`config.mk`:
```
export PLATFORM = sky130hd
export DESIGN_NAME = mlfq_process_scheduler_unit
export DESIGN_NICKNAME = d
export VERILOG_FILES = /design/src/design/mlfq_pkg.sv /design/src/design/mlfq_ctrl.sv /design/src/design/mlfq_dp.sv /design/src/design/mlfq_process_scheduler_unit.sv
export SDC_FILE = /design/constraint.sdc
export NUM_CORES = 1
export LEC_CHECK = 0
export BUFFER_PORTS_ARGS = -buffer_cell sky130_fd_sc_hd__buf_2
export CORE_ASPECT_RATIO = 1.2
export CORE_UTILIZATION = 26
export CTS_CLUSTER_DIAMETER = 100
export DETAILED_ROUTE_END_ITERATION = 8
export HOLD_SLACK_MARGIN = 0.06
export MAX_ROUTING_LAYER = met4
export PLACE_DENSITY = 0.42
export RECOVER_POWER = 50
export SKIP_LAST_GASP = 1
export SLEW_MARGIN = 30
export SYNTH_ARGS = -nofsm -noshare
export SYNTH_HDL_FRONTEND = slang
export SYNTH_SLANG_ARGS = --single-unit
export TNS_END_PERCENT = 20
```
`constraint.sdc`:
```
create_clock -name i_clk -period 8.6 [get_ports i_clk]
set_input_delay 0.43 -clock i_clk [delete_from_list [all_inputs] [get_ports i_clk]]
set_output_delay 0.43 -clock i_clk [all_outputs]
set_load 0.1 [all_outputs]
```
`src/design/mlfq_pkg.sv`:
```
`timescale 1ns / 1ps
`default_nettype none
package mlfq_pkg;
    localparam int LEVELS = 3;
    localparam logic [1:0] LOWEST_LEVEL = 2'(LEVELS - 1);

    localparam logic [2:0] MODE_ADD   = 3'd0;
    localparam logic [2:0] MODE_WAKE  = 3'd1;
    localparam logic [2:0] MODE_YIELD = 3'd2;
    localparam logic [2:0] MODE_BLOCK = 3'd3;
    localparam logic [2:0] MODE_TICK  = 3'd4;

    localparam logic [2:0] CFG_Q0       = 3'd0;
    localparam logic [2:0] CFG_Q1       = 3'd1;
    localparam logic [2:0] CFG_Q2       = 3'd2;
    localparam logic [2:0] CFG_IDLE_ID  = 3'd3;
    localparam logic [2:0] CFG_IDLE_EN  = 3'd4;

    localparam logic [1:0] ST_UNUSED   = 2'd0;
    localparam logic [1:0] ST_RUNNABLE = 2'd1;
    localparam logic [1:0] ST_RUNNING  = 2'd2;
    localparam logic [1:0] ST_SLEEPING = 2'd3;

    // commands from controller to datapath
    typedef struct packed {
        logic capture;   // latch word and decode
        logic pre_op;    // apply add/wake/yield/block update, tick count and push
        logic sched;     // pop and choose next process
        logic emit;      // load output register
    } t_cmd;

    typedef struct packed {
        logic need_sched;
    } t_stat;
endpackage
`default_nettype wire

```
`src/design/mlfq_ctrl.sv`:
```
`timescale 1ns / 1ps
`default_nettype none
module mlfq_ctrl (
    input  wire logic           i_clk,
    input  wire logic           i_rst_n,
    input  wire logic           i_in_fire,
    input  wire logic           i_out_free,
    input  wire mlfq_pkg::t_stat i_stat,
    output mlfq_pkg::t_cmd      o_cmd,
    output logic                o_busy
);
    localparam logic [1:0] S_IDLE = 2'd0;
    localparam logic [1:0] S_OP   = 2'd1;
    localparam logic [1:0] S_SCH  = 2'd2;
    localparam logic [1:0] S_EMIT = 2'd3;

    logic [1:0] r_state, n_state;

    // sequence one event through op, schedule and emit
    always_comb begin
        n_state = r_state;
        o_cmd   = '0;
        case (r_state)
            S_IDLE: begin
                o_cmd.capture = i_in_fire;
                if (i_in_fire) n_state = S_OP;
            end
            S_OP: begin
                o_cmd.pre_op = 1'b1;
                n_state = S_SCH;
            end
            S_SCH: begin
                o_cmd.sched = i_stat.need_sched;
                n_state = S_EMIT;
            end
            S_EMIT: begin
                if (i_out_free) begin
                    o_cmd.emit = 1'b1;
                    n_state = S_IDLE;
                end
            end
            default: n_state = S_IDLE;
        endcase
    end

    assign o_busy = (r_state != S_IDLE);

    always_ff @(posedge i_clk) begin
        if (!i_rst_n) r_state <= S_IDLE;
        else r_state <= n_state;
    end
endmodule
`default_nettype wire

```
`src/design/mlfq_dp.sv`:
```
`timescale 1ns / 1ps
`default_nettype none
module mlfq_dp #(
    parameter int MAX_PROCESSES = 16,
    parameter int QUANTUM_BITS  = 8
) (
    input  wire logic            i_clk,
    input  wire logic            i_rst_n,
    input  wire mlfq_pkg::t_cmd  i_cmd,
    output mlfq_pkg::t_stat      o_stat,
    input  wire logic [2:0]      i_mode,
    input  wire logic [3:0]      i_pid,
    input  wire logic            i_cfg_fire,
    input  wire logic [2:0]      i_cfg_index,
    input  wire logic [7:0]      i_cfg_data,
    output logic [12:0]          o_result
);
    localparam int PW = (MAX_PROCESSES > 1) ? $clog2(MAX_PROCESSES) : 1;
    localparam int CW = $clog2(MAX_PROCESSES + 1);
    localparam logic [QUANTUM_BITS-1:0] QMAX = '1;

    logic [7:0] r_quant [3];
    logic [3:0] r_idle_id;
    logic       r_idle_en;

    logic [PW-1:0] r_head [3];
    logic [PW-1:0] r_tail [3];
    logic [CW-1:0] r_count [3];
    logic [PW-1:0] r_link [MAX_PROCESSES];
    logic [1:0]    r_level [MAX_PROCESSES];
    logic [1:0]    r_status [MAX_PROCESSES];
    logic          r_queued [MAX_PROCESSES];
    logic [PW-1:0] r_cur;
    logic          r_cur_v;
    logic [QUANTUM_BITS-1:0] r_slice;

    logic [2:0] r_mode;
    logic [3:0] r_pid;
    logic       r_need, r_ign;
    logic [PW-1:0] r_prev;
    logic       r_prev_v, r_sw;

    logic idle_ex, pid_rng, cur_idle, pid_idle;
    logic [PW-1:0] pidx, idle_idx;

    // idle ids beyond the process range mean no idle process
    assign idle_ex  = r_idle_en && ({28'd0, r_idle_id} < 32'(MAX_PROCESSES));
    assign pid_rng  = {28'd0, r_pid} < 32'(MAX_PROCESSES);
    assign pidx     = PW'(r_pid);
    assign idle_idx = PW'(r_idle_id);
    assign cur_idle = idle_ex && ({{(32-PW){1'b0}}, r_cur} == {28'd0, r_idle_id});
    assign pid_idle = idle_ex && (r_idle_id == r_pid);

    function automatic logic [QUANTUM_BITS-1:0] clampq(input logic [7:0] q);
        logic [QUANTUM_BITS-1:0] res;
        if (QUANTUM_BITS >= 8) res = QUANTUM_BITS'(q);
        else if ((q >> QUANTUM_BITS) != 8'd0) res = QMAX;
        else res = QUANTUM_BITS'(q);
        return res;
    endfunction

    // pre-op push target
    logic          push_en;
    logic [PW-1:0] push_id;
    logic [1:0]    push_lvl;
    logic [1:0]    lvl_inc;
    logic          any_q;
    logic          wake_ign;
    logic          tick_drop;

    assign any_q = (r_count[0] != '0) || (r_count[1] != '0) || (r_count[2] != '0);
    assign lvl_inc = (r_level[r_cur] < mlfq_pkg::LOWEST_LEVEL) ? r_level[r_cur] + 2'd1
                                                               : r_level[r_cur];
    assign wake_ign = !pid_rng || pid_idle || r_queued[pidx] || (r_cur_v && r_cur == pidx);
    assign tick_drop = r_cur_v && !cur_idle &&
                       (r_status[r_cur] == mlfq_pkg::ST_RUNNING) &&
                       (r_slice <= QUANTUM_BITS'(1));

    // choose which process the event pushes
    always_comb begin
        push_en = 1'b0; push_id = pidx; push_lvl = r_level[pidx];
        case (r_mode)
            mlfq_pkg::MODE_ADD: begin
                if (pid_rng) begin
                    push_en = 1'b1; push_lvl = 2'd0;
                end
            end
            mlfq_pkg::MODE_WAKE: begin
                if (!wake_ign) push_en = 1'b1;
            end
            mlfq_pkg::MODE_YIELD: begin
                if (r_cur_v && !cur_idle) begin
                    push_en = 1'b1; push_id = r_cur; push_lvl = r_level[r_cur];
                end
            end
            mlfq_pkg::MODE_TICK: begin
                if (tick_drop) begin
                    push_en = 1'b1; push_id = r_cur; push_lvl = lvl_inc;
                end
            end
            default: ;
        endcase
    end

    // scheduler pick
    logic          pick_q, pick_v;
    logic [1:0]    pick_lvl;
    logic [PW-1:0] pick_id;
    always_comb begin
        pick_q = 1'b1; pick_lvl = 2'd0;
        if (r_count[0] != '0) pick_lvl = 2'd0;
        else if (r_count[1] != '0) pick_lvl = 2'd1;
        else if (r_count[2] != '0) pick_lvl = 2'd2;
        else pick_q = 1'b0;
        pick_id = pick_q ? r_head[pick_lvl] : idle_idx;
        pick_v  = pick_q || idle_ex;
    end

    logic pick_idle;
    assign pick_idle = idle_ex && ({{(32-PW){1'b0}}, pick_id} == {28'd0, r_idle_id});

    assign o_stat.need_sched = r_need;

    always_ff @(posedge i_clk) begin
        if (!i_rst_n) begin
            r_quant[0] <= 8'd5; r_quant[1] <= 8'd10; r_quant[2] <= 8'd20;
            r_idle_id <= '0; r_idle_en <= 1'b0;
            for (int l = 0; l < 3; l++) begin
                r_head[l] <= '0; r_tail[l] <= '0; r_count[l] <= '0;
            end
            for (int p = 0; p < MAX_PROCESSES; p++) begin
                r_level[p] <= '0; r_status[p] <= mlfq_pkg::ST_UNUSED;
                r_queued[p] <= 1'b0;
            end
            r_cur <= '0; r_cur_v <= 1'b0; r_slice <= '0;
            r_need <= 1'b0; r_ign <= 1'b0; r_sw <= 1'b0;
            r_mode <= '0; r_pid <= '0; r_prev <= '0; r_prev_v <= 1'b0;
            o_result <= '0;
        end else begin
            // hold configuration writes
            if (i_cfg_fire) begin
                case (i_cfg_index)
                    mlfq_pkg::CFG_Q0:      r_quant[0] <= i_cfg_data;
                    mlfq_pkg::CFG_Q1:      r_quant[1] <= i_cfg_data;
                    mlfq_pkg::CFG_Q2:      r_quant[2] <= i_cfg_data;
                    mlfq_pkg::CFG_IDLE_ID: r_idle_id  <= i_cfg_data[3:0];
                    mlfq_pkg::CFG_IDLE_EN: r_idle_en  <= i_cfg_data[0];
                    default: ;
                endcase
            end
            // latch the word
            if (i_cmd.capture) begin
                r_mode <= i_mode; r_pid <= i_pid;
                r_prev <= r_cur; r_prev_v <= r_cur_v;
                r_need <= 1'b0; r_ign <= 1'b0; r_sw <= 1'b0;
            end
            // apply the event itself, including any push
            if (i_cmd.pre_op) begin
                case (r_mode)
                    mlfq_pkg::MODE_ADD: if (pid_rng) begin
                        r_status[pidx] <= mlfq_pkg::ST_RUNNABLE;
                        r_level[pidx] <= 2'd0;
                        // the idle process always runs on the lowest-level quantum
                        if (r_cur_v && r_cur == pidx)
                            r_slice <= clampq(r_quant[pid_idle ? mlfq_pkg::LOWEST_LEVEL
                                                               : 2'd0]);
                    end
                    mlfq_pkg::MODE_WAKE: begin
                        if (wake_ign) r_ign <= 1'b1;
                        else r_status[pidx] <= mlfq_pkg::ST_RUNNABLE;
                    end
                    mlfq_pkg::MODE_YIELD: begin
                        if (r_cur_v && !cur_idle)
                            r_status[r_cur] <= mlfq_pkg::ST_RUNNABLE;
                        r_need <= 1'b1;
                    end
                    mlfq_pkg::MODE_BLOCK: begin
                        if (r_cur_v && !cur_idle)
                            r_status[r_cur] <= mlfq_pkg::ST_SLEEPING;
                        r_need <= 1'b1;
                    end
                    mlfq_pkg::MODE_TICK: begin
                        if (!r_cur_v) r_need <= 1'b1;
                        else if (cur_idle) r_need <= any_q;
                        else if (r_status[r_cur] != mlfq_pkg::ST_RUNNING) r_need <= 1'b1;
                        else if (tick_drop) begin
                            r_slice <= '0;
                            r_level[r_cur] <= lvl_inc;
                            r_status[r_cur] <= mlfq_pkg::ST_RUNNABLE;
                            r_need <= 1'b1;
                        end else r_slice <= r_slice - QUANTUM_BITS'(1);
                    end
                    default: ;
                endcase
                if (push_en && !r_queued[push_id]) begin
                    if (r_count[push_lvl] != '0) r_link[r_tail[push_lvl]] <= push_id;
                    else r_head[push_lvl] <= push_id;
                    r_tail[push_lvl] <= push_id;
                    r_count[push_lvl] <= r_count[push_lvl] + CW'(1);
                    r_queued[push_id] <= 1'b1;
                end
            end
            // pop the winner and reload its slice
            if (i_cmd.sched) begin
                if (pick_q) begin
                    if (r_count[pick_lvl] > CW'(1)) r_head[pick_lvl] <= r_link[pick_id];
                    r_count[pick_lvl] <= r_count[pick_lvl] - CW'(1);
                    r_queued[pick_id] <= 1'b0;
                end
                if (pick_v) begin
                    r_cur <= pick_id; r_cur_v <= 1'b1;
                    r_status[pick_id] <= mlfq_pkg::ST_RUNNING;
                    r_slice <= clampq(r_quant[pick_idle ? mlfq_pkg::LOWEST_LEVEL
                                                        : r_level[pick_id]]);
                    r_sw <= !r_cur_v || (r_cur != pick_id);
                end else begin
                    r_cur <= '0; r_cur_v <= 1'b0; r_sw <= 1'b0;
                end
            end
            // load result word
            if (i_cmd.emit) begin
                o_result <= {r_ign, r_prev_v,
                             r_prev_v ? 4'(r_prev) : 4'd0,
                             r_sw, r_cur_v && cur_idle, r_cur_v,
                             r_cur_v ? 4'(r_cur) : 4'd0};
            end
        end
    end
endmodule
`default_nettype wire

```
`src/design/mlfq_process_scheduler_unit.sv`:
```
`timescale 1ns / 1ps
`default_nettype none
// Three-level feedback-queue process scheduler.
// Slave stream (s_axis_*) takes one event word: mode and process id.
// Master stream (m_axis_*) returns one result word per event: running
// process, previous process, switch and wake-rejected flags.
// Configuration channel (i_cfg_*) writes quanta and idle-process settings;
// write only while no event is in flight.
// Each event runs through a four-state sequencer: capture, event update,
// schedule, emit. The event passes the update and schedule states before
// its result is loaded into the result register, and the next event is
// taken only once the result is loaded, so events do not overlap.
// The result register holds its word until the receiver takes it; a stalled
// receiver holds the scheduler in its emit state, but a new event may be
// accepted while the previous result waits.
// Synchronous active-low reset empties every queue, clears the current
// process and restores the default quanta.
module mlfq_process_scheduler_unit #(
    parameter int MAX_PROCESSES = 16,
    parameter int QUANTUM_BITS  = 8
) (
    input  wire logic        i_clk,
    input  wire logic        i_rst_n,
    input  wire logic        s_axis_tvalid,
    output logic             s_axis_tready,
    input  wire logic [7:0]  s_axis_tdata,  // [2:0] mode, [6:3] process_id
    output logic             m_axis_tvalid,
    input  wire logic        m_axis_tready,
    // [3:0] running_id, [4] running_valid, [5] running_is_idle, [6] switched,
    // [10:7] previous_id, [11] previous_valid, [12] request_ignored
    output logic [15:0]      m_axis_tdata,
    input  wire logic        i_cfg_valid,
    output logic             o_cfg_ready,
    input  wire logic [2:0]  i_cfg_index,
    input  wire logic [7:0]  i_cfg_data
);
    mlfq_pkg::t_cmd  cmd;
    mlfq_pkg::t_stat stat;
    logic busy, in_fire, out_free;
    logic [12:0] result;
    logic r_ovalid;

    assign s_axis_tready = !busy;
    assign in_fire  = s_axis_tvalid && s_axis_tready;
    assign out_free = !r_ovalid || m_axis_tready;
    assign o_cfg_ready = 1'b1;

    mlfq_ctrl u_ctrl (
        .i_clk(i_clk), .i_rst_n(i_rst_n), .i_in_fire(in_fire),
        .i_out_free(out_free), .i_stat(stat), .o_cmd(cmd), .o_busy(busy)
    );

    mlfq_dp #(.MAX_PROCESSES(MAX_PROCESSES), .QUANTUM_BITS(QUANTUM_BITS)) u_dp (
        .i_clk(i_clk), .i_rst_n(i_rst_n), .i_cmd(cmd), .o_stat(stat),
        .i_mode(s_axis_tdata[2:0]), .i_pid(s_axis_tdata[6:3]),
        .i_cfg_fire(i_cfg_valid), .i_cfg_index(i_cfg_index),
        .i_cfg_data(i_cfg_data), .o_result(result)
    );

    // hold output word valid until taken
    always_ff @(posedge i_clk) begin
        if (!i_rst_n) r_ovalid <= 1'b0;
        else if (cmd.emit) r_ovalid <= 1'b1;
        else if (m_axis_tready) r_ovalid <= 1'b0;
    end

    assign m_axis_tvalid = r_ovalid;
    assign m_axis_tdata  = {3'd0, result};
endmodule
`default_nettype wire
```
Word-level counts from Yosys, hierarchy flattened
Memory sizes are Yosys's and may differ from the RTL's. A register that Yosys moved wholly into a read port is not among the register bits.
Cells that the tools add are included.
- input bits: 24
- logic and storage cells: 273
- output and inout port bits: 19
- memories: 8
- flip-flop bits (word level): 49
- RAM bits: 207
- memory list (memory ; depth ; width ; rd ports ; clocked after Yosys merged registers in ; wr ports ; line ; source):
    u_dp.r_link ; 16 ; 4 ; 1 ; 0 ; 1 ; mlfq_dp.sv:29 ; logic [PW-1:0] r_link [MAX_PROCESSES];
    u_dp.r_level ; 16 ; 2 ; 3 ; 2 ; 16 ; mlfq_dp.sv:30 ; logic [1:0] r_level [MAX_PROCESSES];
    u_dp.r_status ; 16 ; 2 ; 1 ; 1 ; 16 ; mlfq_dp.sv:31 ; logic [1:0] r_status [MAX_PROCESSES];
    u_dp.r_quant ; 3 ; 8 ; 2 ; 0 ; 3 ; mlfq_dp.sv:22 ; logic [7:0] r_quant [3];
    u_dp.r_queued ; 16 ; 1 ; 2 ; 1 ; 16 ; mlfq_dp.sv:32 ; logic r_queued [MAX_PROCESSES];
    u_dp.r_count ; 3 ; 5 ; 5 ; 0 ; 3 ; mlfq_dp.sv:28 ; logic [CW-1:0] r_count [3];
    +2 memories ; - ; - ; - ; - ; - ; - ;
- reductions and logical operators: 48
- $lt $le $gt $ge: 3
- muxes and demuxes: 169
- bitwise logic cells: 6
- add/sub/neg operators: 4
- equal/unequal tests: 20
- operator list (operator ; number):
    2-to-1 mux 1 bit ; 103
    2-to-1 mux 4 bit ; 24
    2-to-1 mux 8 bit ; 11
    2-to-1 mux 2 bit ; 23
    nonzero test 5 bit ; 4
    == test 4 bit ; 4
    case mux 8 bit (2 select lines) ; 1
    == test 3 x 2 -> 1 bit (second input constant) ; 4
    OR reduction 2 bit ; 6
    OR reduction 4 bit ; 3
    logical AND 1 bit ; 10
    2-to-1 mux 5 bit ; 2
    OR reduction 5 bit ; 2
    less-or-equal comparator 8 x 1 -> 1 bit (second input constant) ; 1
    case mux 2 bit (4 select lines) ; 1
    case mux 4 bit (2 select lines) ; 1
    subtractor 8 x 1 -> 8 bit (second input constant) ; 1
    logical OR 1 bit ; 7
    == test 2 bit (second input constant) ; 3
    == test 3 x 1 -> 1 bit (second input constant) ; 2
    == test 3 bit (second input constant) ; 2
    logical NOT 3 bit ; 2
    bitwise OR 1 bit ; 6
    case mux 2 bit (3 select lines) ; 1
    16 further kinds ; 26

Logic depth before layout (Yosys ltp)
- depth after elaboration: 18
- mapped depth: 17
- gate-level depth less buffers: 15

By module
Synthesis repeated with hierarchy kept, for this count alone.
- cell total of the unflattened synthesis: 1473
- area, all modules: 14704.1 um2
- by module, submodules not included (module ; cells each ; seq. area each (um2) ; times used ; area an instance (um2)):
    mlfq_dp ; 1441 ; 7086.8 ; 1 ; 14428.8
    mlfq_ctrl ; 20 ; 40.0 ; 1 ; 178.9
    mlfq_process_scheduler_unit ; 12 ; 20.0 ; 1 ; 96.3

Least setup slack after synthesis
No wires, ideal clock.
- kind: register to register
- start: reg with a tool-made name
- end: mem u_dp.r_link[1][0] (netlist name) (enable)
- period minus slack after synthesis: 4407 ps
- data required time: 8271 ps
- buffers on the path: 2
- stages on the path, launching flop included: 17
- slack: 4193 ps
- arrival: 4078 ps
- setup time: 329 ps
- cells stage by stage: dfxtp_1 > buf_2 > buf_2 > mux4_2 > a22o_1 > a221oi_1 > ha_1 > or3_1 > o211ai_2 > inv_1 > mux2i_1 > inv_1 > ha_1 > inv_1 > nor3_1 > or3b_2 > nor2_1
- RTL lines (item ; line):
    end: declaration ; mlfq_dp.sv:29

==> impl_metrics.csv <==
group,metric,value,unit
run_status,status,"finished, violations left",
run_status,violations,"max-capacitance violations, max-slew violations",
drt,ant_nets,0,
layout,fin_area,0.0163,mm2
drt,first_pass_iters,5,
yosys,ys.flop_type,"edfxtp_1",
floorplanning,initial_utilization,26.3,%
clocking,clock_sinks,273,
critical_path,crit_arrival,7.08,ns
timing,fmax,145,MHz
pwr,internal_power,2.53,mW
yosys,synth.top_cell.area_share,41.6,%
placement,gp_routability_congestion,0.836,
run,drv_cap,2,
floorplanning,die-area,0.0565,mm2
floorplanning,die_y,260,um
layout,syn2layout_area_growth,12.8,%
clocking,htreeDepth,1,
pwr,combPwrFrac,25.1,%
clocking,cts_setup_buffers,0,
timing,period_needed,6.87,ns
placement,io_buffers,37,
yosys,synthTopCellsByArea,"edfxtp_1 (42%), dfxtp_1 (10%), mux2i_1 (6.1%), nor2_1 (5.0%), nand2_1 (4.2%)",
clocking,clock_path_buffers,3,
global_route,grt.overflow.total,0,
yosys,synth_edf_count,200,
yosys,synth-xor-area-share,1.33,%
pwr,clockPowerShare,33.3,%
pwr,power_frac_seq,41.6,%
drt,wl_per_cell,19.9,um
yosys,yosys_warnings,0,
timing,maxSlewViolCount,62,
hold_path,hp-class,"input pin to flip-flop",
yosys,synth_area_leader_cell,"edfxtp_1",
clocking,clock-root-buffer,"clkbuf_16",
drt,vias,10800,
floorplanning,io_pins,43,
global_route,grt_use_total,15.5,%
timing,tightest_slew,2.78,ns
timing,setup_violations,0,
layout,fin_util,29.7,%
layout,mostFrequentLayoutCell,"edfxtp_1",
critical_path,path_class,"flip-flop to flip-flop",
critical_path,end_kind,"flip-flop",
clocking,clock_latency,0.59,ns
pwr,p_sw_share,33.4,%
yosys,synth_mux_area_share,10.9,%
pwr,p_leak,5.57,nW
placement,dp.final_hpwl,30700,um
critical_path,crit_slowest_cell,"o21ai_2",
layout,final_net_count,1447,
yosys,synth-compound-area-share,13.3,%
pwr,cellPowerDensity,233,mW/mm2
timing,relSlewSlack,-85.5,%
global_route,grt_max_degree,53,
global_route,grt_pass1_vias,10900,
yosys,synth_area,0.0145,mm2
clocking,cts-resized-gates,0,
timing,setup-tns-final,0,ns
yosys,yosys.cell_types.count,88,
floorplanning,die_x,217,um
global_route,antenna_found_initial,0,
critical_path,cpLargestDelayFamily,"compound AO/OA/AOI/OAI gates",
critical_path,path_cells,"or3b_1 > a221oi_1 > o32a_1 > nand4_1 > o21ai_2 > a21boi_4 > inv_1 > mux2_2 > a222oi_1 > and4_1 > buf_4 > a32oi_2 > o21ai_0",
clocking,cts_buffers,31,
pwr,peakVddDrop,0.207,mV
yosys,yosys.area_share.simple,18.3,%
critical_path,crit_fanout,22,
placement,placed_cell_area,0.0154,mm2
floorplanning,std_cell_rows,94,
drt,drt_wl_total,42900,um
yosys,syn_area_per_cell,10.3,um2
yosys,yosysSeqAreaShare,51.7,%
critical_path,crit_buf_inv,2,
floorplanning,core,0.0549,mm2
drt,drcViolationCount,0,
critical_path,cp.required,8.81,ns
layout,fillers,5709,
critical_path,max_stage_delay,0.78,ns
timing,clock_skew,0.0200,ns
drt,vias_per_cell,5.00,
yosys,synth_cells,1400,
clocking,cts-hold-fix-buffers,0,
clocking,tritoncts,"yes",
timing,hold_violations,0,
timing,rsz0062_at_grt,"no",
layout,drive_gt1_share,10.3,%
yosys,ys_ff_latch,273,
yosys,synth_top_family_by_area,"simple AND/OR/NAND/NOR gates",
global_route,grt_pass1_wl,65700,um
drt,dr.first_iter.drc_count,706,
yosys,synthAdderAreaFrac,0.952,%
timing,post-route-period-util,79.9,%
critical_path,cp-start-kind,"flip-flop",
pwr,power.switching,1.27,mW
yosys,async_flop_share,0,%
layout,layout_common_cells,"edfxtp_1 (200), nor2_1 (194), nand2_1 (161), mux2i_1 (88), dfxtp_1 (72)",
clocking,clk_pin_slew,0.06,ns
layout,antenna_cells,0,
-- routing by layer --
metal	track usage, %	routed length [um]	vias up
met2	27.5	21800	218
met3	1.63	1510	65
met5	-	0	-
met1	18.2	18300	5295
met4	5.48	1330	0
li1	-	-	5194
-- synth_stat cells, drive strengths merged (7+ instances only) --
cell type  number
a22o            8
nand2b         22
ha             11
nand2         162
nand4          10
buf            27
nand3          43
mux2i          88
nor4           12
mux4           26
edfxtp        200
clkbuf         57
a22oi           8
o22ai           7
and3            7
dfxtp          73
inv            36
a21oi          67
nor3b           7
or3            10
a211oi         13
a32oi          10
nor2          194
and2           23
xor2           10
o21a            7
xnor2          12
nor2b          14
o21ai          74
nor3           32
o31ai           7
mux2            9
a221oi         10
a31oi          17
-- power by group through the flow --
stage	clock network [mW]	logic, mW	registers [mW]
after floorplan	0	0.697	1.56
after global placement	0	0.962	1.61
after detailed placement	0	0.965	1.61
after CTS	1.30	0.970	1.58
after global routing	1.35	1.04	1.59
final	1.27	0.953	1.58
-- stage by stage --
stage	hold slack, ns	cells	worst slack (ns)	total power, mW
2_1_floorplan	0.432	1402	4.19	2.26
3_3_place_gp	0.442	2099	2.03	2.57
3_5_place_dp	0.445	2099	1.90	2.58
4_1_cts	0.0811	2155	1.83	3.86
5_1_grt	0.102	2155	1.21	3.98
6_report	0.102	2155	1.73	3.81
-- worst reg2reg max path, delay by kind of cell (launching register included) --
kind                   cells  cell delay [ns]
AO/OA/AOI/OAI              7             2.66
buffers and inverters      2             1.04
flip-flops                 1             0.64
multiplexers               1             0.42
AND/OR/NAND/NOR            3             1.74
-- path summary, 6_finish.rpt --
kind                            slack, ns             start                  to  cells after the start
worst min-delay path                 0.10   s_axis_tdata[2]      u_dp.r_mode[2]                      3
worst min register to register       0.45  u_dp.o_result[3]    u_dp.o_result[3]                      2
worst max-delay path                 1.73         flip-flop  u_dp.r_count[2][1]                     13
worst max register to register       1.73         flip-flop  u_dp.r_count[2][1]                     13
-- sequential cells by signal, summed over array words and instances, names as in the netlist, 13 cells and up, named ones only --
| signal | flops |
|---|---|
| u_dp.r_tail | 16 |
| u_dp.r_quant | 24 |
| u_dp.r_level | 32 |
| u_dp.o_result | 13 |
| u_dp.r_queued | 16 |
| u_dp.r_link | 64 |
| u_dp.r_count | 20 |
| u_dp.r_status | 32 |
-- area by class of cell --
class	instances	area [um2]	area share [%]
repair buffers	61	319	1.96
inverters	37	139	0.852
clock inverters	14	90.1	0.553
flip-flops and latches	273	7470	45.8
well taps	720	901	5.53
multi-input cells	1008	6510	40.0
clock buffers	42	868	5.33
-- logic make-up after synthesis --
kind of cell	count (synthesis)
and+or+nand+nor	562
AOI/OAI and AO/OA	286
DFF	273
muxes	123
buffers and inverters	121
xor gates and xnor gates	22
adders and majority gates	11
other	2
(Power assumes the default switching activity.)
